==> config.mk <==
export PLATFORM = sky130hd
export DESIGN_NAME = utf8_to_utf16_decoder
export DESIGN_NICKNAME = d
export VERILOG_FILES = /design/src/rtl/u8u16_pkg.sv /design/src/rtl/utf8_to_utf16_decoder.sv /design/src/rtl/u8u16_front.sv /design/src/rtl/u8u16_fifo.sv /design/src/rtl/u8u16_back.sv
export SDC_FILE = /design/constraint.sdc
export NUM_CORES = 1
export LEC_CHECK = 0
export ABC_CLOCK_PERIOD_IN_PS = 3100
export BUFFER_PORTS_ARGS = -buffer_cell sky130_fd_sc_hd__buf_4
export CAP_MARGIN = 20
export CELL_PAD_IN_SITES_DETAIL_PLACEMENT = 0
export CELL_PAD_IN_SITES_GLOBAL_PLACEMENT = 1
export CORE_ASPECT_RATIO = 0.5
export CORE_MARGIN = 3
export CORE_UTILIZATION = 44
export DETAILED_ROUTE_END_ITERATION = 10
export GPL_ROUTABILITY_DRIVEN = 0
export PLACE_DENSITY = 0.78
export REMOVE_ABC_BUFFERS = 1
export SYNTH_ARGS = -nofsm -noshare
export SYNTH_HDL_FRONTEND = slang
export SYNTH_HIERARCHICAL = 1
export SYNTH_SLANG_ARGS = --single-unit
==> constraint.sdc <==
create_clock -name clk -period 3.1 [get_ports clk]
set_input_delay 0.775 -clock clk [delete_from_list [all_inputs] [get_ports clk]]
set_output_delay 0.775 -clock clk [all_outputs]
set_load 0.02 [all_outputs]
==> src/rtl/u8u16_pkg.sv <==
package u8u16_pkg;

  localparam int QUEUE_DEPTH = 2;

  localparam logic [2:0] LEN_1 = 3'd1;
  localparam logic [2:0] LEN_2 = 3'd2;
  localparam logic [2:0] LEN_3 = 3'd3;
  localparam logic [2:0] LEN_4 = 3'd4;

  localparam int CONT_BITS = 6;
  localparam int CP_W      = 21;
  localparam int UNIT_W    = 16;

  typedef struct packed {
    logic [7:0] in_byte;
    logic       end_of_buffer;
  } in_t;

  typedef struct packed {
    logic [UNIT_W-1:0] code_unit;
    logic              beyond_bmp;
    logic              last;
  } unit_t;

  typedef struct packed {
    logic  push;
    unit_t unit;
  } front_req_t;

  typedef struct packed {
    logic [7:0] first_byte;
    logic [7:0] second_byte;
    logic       beyond_bmp;
    logic       last;
  } out_t;

endpackage

==> src/rtl/utf8_to_utf16_decoder.sv <==
// UTF-8 byte stream to 16-bit code units. One byte is taken per cycle while
// in_full is low; each completed sequence of one to four bytes yields one
// result holding the code unit as two bytes (order set by cfg_wdata, 1 = high
// byte first), a flag for code points above 0xFFFF (cut to 16 bits) and the
// end-of-buffer mark of its final byte. Stray continuation bytes give nothing,
// and a partial sequence ending a buffer is discarded. A result passes from the
// decode stage into a QUEUE_DEPTH-entry queue and then into the output register
// that drives the out_ ports; with QUEUE_DEPTH of at least 2, full rises only
// when that queue and the output register both hold unread results.
module utf8_to_utf16_decoder #(
  parameter int QUEUE_DEPTH = u8u16_pkg::QUEUE_DEPTH
) (
  input  logic            clk,
  input  logic            rst_n,
  input  logic            in_push,
  output logic            in_full,
  input  u8u16_pkg::in_t  in_data,
  output logic            out_empty,
  input  logic            out_pop,
  output u8u16_pkg::out_t out_data,
  input  logic            cfg_we,
  input  logic            cfg_wdata
);

  u8u16_pkg::front_req_t req;
  u8u16_pkg::unit_t      q_head;
  logic                  q_full;
  logic                  q_not_empty;
  logic                  q_pop;

  u8u16_front u_front (
    .clk     (clk),
    .rst_n   (rst_n),
    .in_push (in_push),
    .in_data (in_data),
    .q_full  (q_full),
    .req     (req)
  );

  u8u16_fifo #(
    .Depth (QUEUE_DEPTH)
  ) u_fifo (
    .clk       (clk),
    .rst_n     (rst_n),
    .req       (req),
    .full      (q_full),
    .not_empty (q_not_empty),
    .pop       (q_pop),
    .head      (q_head)
  );

  u8u16_back u_back (
    .clk         (clk),
    .rst_n       (rst_n),
    .cfg_we      (cfg_we),
    .cfg_wdata   (cfg_wdata),
    .q_not_empty (q_not_empty),
    .q_head      (q_head),
    .q_pop       (q_pop),
    .out_empty   (out_empty),
    .out_pop     (out_pop),
    .out_data    (out_data)
  );

  assign in_full = q_full;

endmodule

==> src/rtl/u8u16_front.sv <==
module u8u16_front (
  input  logic                   clk,
  input  logic                   rst_n,
  input  logic                   in_push,
  input  u8u16_pkg::in_t         in_data,
  input  logic                   q_full,
  output u8u16_pkg::front_req_t  req
);

  logic [1:0]                 bytes_seen_r, bytes_seen_nxt;
  logic [2:0]                 seq_len_r, seq_len_nxt;
  logic [u8u16_pkg::CP_W-1:0] acc_r, acc_nxt;

  logic                       xfer;
  logic                       drop;
  logic                       complete;
  logic [2:0]                 seen;
  logic [2:0]                 len;
  logic [u8u16_pkg::CP_W-1:0] acc;
  logic [3:0]                 nib;

  assign xfer = in_push && !q_full;
  assign nib  = in_data.in_byte[7:4];
  assign seen = {1'b0, bytes_seen_r} + 3'd1;

  always_comb begin
    drop = 1'b0;
    len  = seq_len_r;
    acc  = {acc_r[u8u16_pkg::CP_W-u8u16_pkg::CONT_BITS-1:0],
            in_data.in_byte[u8u16_pkg::CONT_BITS-1:0]};
    if (bytes_seen_r == 2'd0) begin
      case (nib) inside
        [4'd0:4'd7]: begin
          len = u8u16_pkg::LEN_1;
          acc = {14'd0, in_data.in_byte[6:0]};
        end
        [4'd12:4'd13]: begin
          len = u8u16_pkg::LEN_2;
          acc = {16'd0, in_data.in_byte[4:0]};
        end
        4'd14: begin
          len = u8u16_pkg::LEN_3;
          acc = {17'd0, in_data.in_byte[3:0]};
        end
        4'd15: begin
          len = u8u16_pkg::LEN_4;
          acc = {18'd0, in_data.in_byte[2:0]};
        end
        default: begin
          drop = 1'b1;
        end
      endcase
    end
  end

  assign complete = !drop && (seen >= len);

  always_comb begin
    bytes_seen_nxt = bytes_seen_r;
    seq_len_nxt    = seq_len_r;
    acc_nxt        = acc_r;
    if (xfer) begin
      if (drop || complete || in_data.end_of_buffer) begin
        bytes_seen_nxt = 2'd0;
        seq_len_nxt    = 3'd0;
        acc_nxt        = '0;
      end else begin
        bytes_seen_nxt = seen[1:0];
        seq_len_nxt    = len;
        acc_nxt        = acc;
      end
    end
  end

  always_ff @(posedge clk) begin
    if (!rst_n) begin
      bytes_seen_r <= 2'd0;
      seq_len_r    <= 3'd0;
      acc_r        <= '0;
    end else begin
      bytes_seen_r <= bytes_seen_nxt;
      seq_len_r    <= seq_len_nxt;
      acc_r        <= acc_nxt;
    end
  end

  assign req.push            = xfer && complete;
  assign req.unit.code_unit  = acc[u8u16_pkg::UNIT_W-1:0];
  assign req.unit.beyond_bmp = |acc[u8u16_pkg::CP_W-1:u8u16_pkg::UNIT_W];
  assign req.unit.last       = in_data.end_of_buffer;

endmodule

==> src/rtl/u8u16_fifo.sv <==
module u8u16_fifo #(
  parameter int Depth = u8u16_pkg::QUEUE_DEPTH
) (
  input  logic                  clk,
  input  logic                  rst_n,
  input  u8u16_pkg::front_req_t req,
  output logic                  full,
  output logic                  not_empty,
  input  logic                  pop,
  output u8u16_pkg::unit_t      head
);

  localparam int PtrW = (Depth > 1) ? $clog2(Depth) : 1;
  localparam int CntW = $clog2(Depth + 1);
  localparam logic [PtrW-1:0] PtrLast = PtrW'(Depth - 1);
  localparam logic [CntW-1:0] CntFull = CntW'(Depth);

  u8u16_pkg::unit_t mem_r [Depth];
  logic [PtrW-1:0]  wr_ptr_r, wr_ptr_nxt;
  logic [PtrW-1:0]  rd_ptr_r, rd_ptr_nxt;
  logic [CntW-1:0]  cnt_r, cnt_nxt;
  logic             do_push;
  logic             do_pop;

  assign full      = (cnt_r == CntFull);
  assign not_empty = (cnt_r != '0);
  assign do_push   = req.push && !full;
  assign do_pop    = pop && not_empty;
  assign head      = mem_r[rd_ptr_r];

  always_comb begin
    wr_ptr_nxt = wr_ptr_r;
    rd_ptr_nxt = rd_ptr_r;
    cnt_nxt    = cnt_r;
    if (do_push) begin
      wr_ptr_nxt = (wr_ptr_r == PtrLast) ? '0 : wr_ptr_r + 1'b1;
    end
    if (do_pop) begin
      rd_ptr_nxt = (rd_ptr_r == PtrLast) ? '0 : rd_ptr_r + 1'b1;
    end
    if (do_push && !do_pop) begin
      cnt_nxt = cnt_r + 1'b1;
    end else if (do_pop && !do_push) begin
      cnt_nxt = cnt_r - 1'b1;
    end
  end

  always_ff @(posedge clk) begin
    if (!rst_n) begin
      wr_ptr_r <= '0;
      rd_ptr_r <= '0;
      cnt_r    <= '0;
    end else begin
      wr_ptr_r <= wr_ptr_nxt;
      rd_ptr_r <= rd_ptr_nxt;
      cnt_r    <= cnt_nxt;
    end
  end

  always_ff @(posedge clk) begin
    if (do_push) begin
      mem_r[wr_ptr_r] <= req.unit;
    end
  end

endmodule

==> src/rtl/u8u16_back.sv <==
module u8u16_back (
  input  logic              clk,
  input  logic              rst_n,
  input  logic              cfg_we,
  input  logic              cfg_wdata,
  input  logic              q_not_empty,
  input  u8u16_pkg::unit_t  q_head,
  output logic              q_pop,
  output logic              out_empty,
  input  logic              out_pop,
  output u8u16_pkg::out_t   out_data
);

  logic            big_endian_r;
  logic            valid_r, valid_nxt;
  u8u16_pkg::out_t data_r, data_nxt;
  logic            load;

  assign load  = q_not_empty && (!valid_r || out_pop);
  assign q_pop = load;

  always_comb begin
    valid_nxt = valid_r;
    if (load) begin
      valid_nxt = 1'b1;
    end else if (out_pop) begin
      valid_nxt = 1'b0;
    end
  end

  always_comb begin
    data_nxt            = data_r;
    data_nxt.beyond_bmp = q_head.beyond_bmp;
    data_nxt.last       = q_head.last;
    if (big_endian_r) begin
      data_nxt.first_byte  = q_head.code_unit[15:8];
      data_nxt.second_byte = q_head.code_unit[7:0];
    end else begin
      data_nxt.first_byte  = q_head.code_unit[7:0];
      data_nxt.second_byte = q_head.code_unit[15:8];
    end
  end

  always_ff @(posedge clk) begin
    if (!rst_n) begin
      big_endian_r <= 1'b1;
      valid_r      <= 1'b0;
    end else begin
      if (cfg_we) begin
        big_endian_r <= cfg_wdata;
      end
      valid_r <= valid_nxt;
    end
  end

  always_ff @(posedge clk) begin
    if (load) begin
      data_r <= data_nxt;
    end
  end

  assign out_empty = !valid_r;
  assign out_data  = data_r;

endmodule

==> out/metrics.yaml <==
floorplanning:
  core-area_um2: 7490
  rows: 22
  die_h_um: 68.9
  dieArea_um2: 9080
  die_x_um: 132
  io_pins: 35
  initial_core_util_pct: 46.5
clock_network:
  clkLatencyLatePin_ns: 0.33
  cts_buffers: 9
  h-tree-depth: 3
  hold_buffers: 0
  path_clk_slew_ns: 0.06
  cts_tree: "built"
  cts_buffer_depth: 2
  clock-root-buffer: "clkbuf_16"
  cts.sinks: 81
final_layout:
  finalInstanceArea_um2: 4200
  final_cell_mix: "edfxtp_1 (54), buf_4 (42), dfxtp_1 (27)"
  final_cell_count_no_fill: 398
  fin_nets: 306
  fillerInstances: 611
  layout.area.seq_um2: 2160
  n_antenna_cell: 0
  syn2layout_area_growth_pct: 20.7
  drive_gt1_share_pct: 35.5
  final_core_util_pct: 56.1
  multi_input_area_um2: 1190
  final_common_cell: "edfxtp_1"
run_status:
  status: "completed"
sta:
  holdWs_ns: 0.541
  min_period_ns: 2.88
  fin_skew_ns: 0.00634
  rsz0062_at_grt: "no"
  min_period_over_period_pct: 93.0
  max_freq_mhz: 347
  worst_slack_ns: 0.218
  drv_slew: 0
  relSlewSlack_pct: 36.1
  hold_viol: 0
  finalSetupTns_ns: 0
  tightestPinTransition_ns: 0.957
  setup_viol: 0
placement:
  pre_cts_ws_ns: -0.0793
  dp_cells: 382
  place_area_um2: 3860
  io_buffers: 34
  dp_hpwl_um: 4000
worst_setup_path:
  cp-start-kind: "flip-flop"
  cp_num_buf_inv: 2
  worstPathMaxFanout: 5
  criticalPathCategory: "reg2reg"
  end_kind: "flip-flop"
  cpMaxStageDelayCell: "dfxtp_1"
  critPathMaxStageDelay_ns: 0.40
  critPathTopFamily: "adder cells"
  crit_top_cell: "ha_1"
  crit_chain: "inv_1 > ha_1 > nand3_1 > nor2_1 > a21oi_1 > ha_1 > a21oi_2 > o21ai_2 > nor3b_2 > inv_1 > nor2_1 > ha_1 > or3_1 > a21boi_1"
  crit_arrival_ns: 3.14
  required_ns: 3.36
global_route:
  grt_overflow: 0
  grtUsageTotal_pct: 14.2
  grt_max_degree: 28
  first_global_vias: 1957
  antenna_found_initial: 0
  grt_pass1_wl_um: 9600
drt:
  drt_iter0_drc: 122
  drt_pre_antenna_iters: 4
  drt_drc_violations_left: 0
  vias_per_cell: 5.01
  routed_wl_um: 5910
  vias: 1994
  detail_route.wl_per_cell_um: 14.8
  antenna_left: 0
yosys:
  synth-seq-cells: 81
  synth_warnings: 6
  syn-instance-count: 244
  netlist_top_cells_area: "edfxtp_1 (47%), dfxtp_1 (16%), mux2_2 (8.1%)"
  synth.top_cell.area_share_pct: 46.6
  synth_area_um2: 3480
  syn_avg_cell_area_um2: 14.3
  ys_seq_area_share_pct: 62.1
  synth_area_leader_cell: "edfxtp_1"
  ys_types: 41
power:
  power_mw: 3.42
  irDropWorstVdd_mv: 0.289
  p_per_area_nw_per_um2: 814
  p_leak_nw: 1.58
run:
  cap_violations: 0
worst_hold_path:
  hold_path.class: "reg2reg"
## cells by family after synthesis
family / Yosys count / share of synthesized area (%)
muxes: 35 / 12.3
xor gates and xnor gates: 3 / 0.755
buffers and inverters: 21 / 3.99
DFF: 81 / 62.1
AOI/OAI and AO/OA: 36 / 7.19
and+or+nand+nor: 62 / 11.5
adders and majority gates: 6 / 2.16
## path summary, 6_finish.rpt
check                          startpoint           endpoint  slack [ns]  depth (start not counted)
setup / recovery  u_front/bytes_seen_r[0]    u_fifo/cnt_r[1]        0.22                         14
hold / removal          u_front/acc_r[11]  u_front/acc_r[11]        0.54                          2
setup reg to reg  u_front/bytes_seen_r[0]    u_fifo/cnt_r[1]        0.22                         14
hold reg to reg         u_front/acc_r[11]  u_front/acc_r[11]        0.54                          2
## routing by layer
| layer | share of wire (%) | vias to the layer above | GRT usage [%] |
|---|---|---|---|
| met3 | 5.3 | 14 | 4.49 |
| li1 | - | 969 | - |
| met4 | 1.2 | 0 | 6.02 |
| met2 | 47 | 56 | 23.6 |
| met5 | 0 | - | 0 |
| met1 | 47 | 955 | 17.6 |
## flip-flops by register name, summed over array words and instances, names as in the netlist, named ones only
name,cells
u_back/big_endian_r,1
u_back/valid_r,1
u_fifo/cnt_r,2
u_fifo/wr_ptr_r,1
u_fifo/rd_ptr_r,1
u_front/seq_len_r,3
u_front/acc_r,15
u_fifo/mem_r,36
u_front/bytes_seen_r,2
u_back/out_data,18
## power by group
| group | internal [mW] | switching (mW) | leakage [nW] |
|---|---|---|---|
| registers | 1.38 | 0.0861 | 0.729 |
| logic | 0.385 | 0.401 | 0.686 |
| clock network | 0.787 | 0.385 | 0.164 |
## what timing repair did
| action | 4_1_cts | 5_1_grt |
|---|---|---|
| setup buffers | 0 | 0 |
| endpoints found under the setup margin | 0 | 1 |
| endpoints found under the hold margin | 0 | 0 |
| gates resized for setup | 0 | 1 |
## worst min-delay path, delay by kind of cell (launching register included)
family / cells / cell delay [ns]
AO/OA/AOI/OAI: 1 / 0.08
flip-flops: 1 / 0.32
AND/OR/NAND/NOR: 1 / 0.10
## cells in the mapped netlist
master     number
a21boi_0        1
nor2b_1        20
nor3_2          1
buf_2           1
nand2_1         8
o21ai_1         4
buf_6           1
a21oi_1         5
a22oi_1        17
ha_1            6
o2bb2ai_1       1
edfxtp_1       54
mux2_4          9
a21oi_2         1
mux2_2         25
o21ai_0         1
and2_1         16
nor2b_2         1
a41oi_1         1
nor2_1          4
and3_1          1
xnor2_1         2
clkbuf_1        5
xor2_1          1
dfxtp_1        27
inv_2           1
mux2i_1         1
or2_2           1
buf_12          2
or4_1           1
nor4_4          2
o21a_1          3
inv_1           6
a21boi_1        1
nand2b_1        3
nor3b_1         1
buf_4           5
nand3_1         1
o21ai_2         1
or3_1           1
or4_4           1
## cell type report
| type | count | area share, % |
|---|---|---|
| clock buffer | 11 | 5.54 |
| clock inverter | 5 | 2.47 |
| inverter | 7 | 0.625 |
| multi-input combinational | 142 | 28.2 |
| sequential | 81 | 51.5 |
| tap | 108 | 3.22 |
| timing repair buffer | 44 | 8.46 |
No activity file was read; power rests on OpenSTA's default activity.
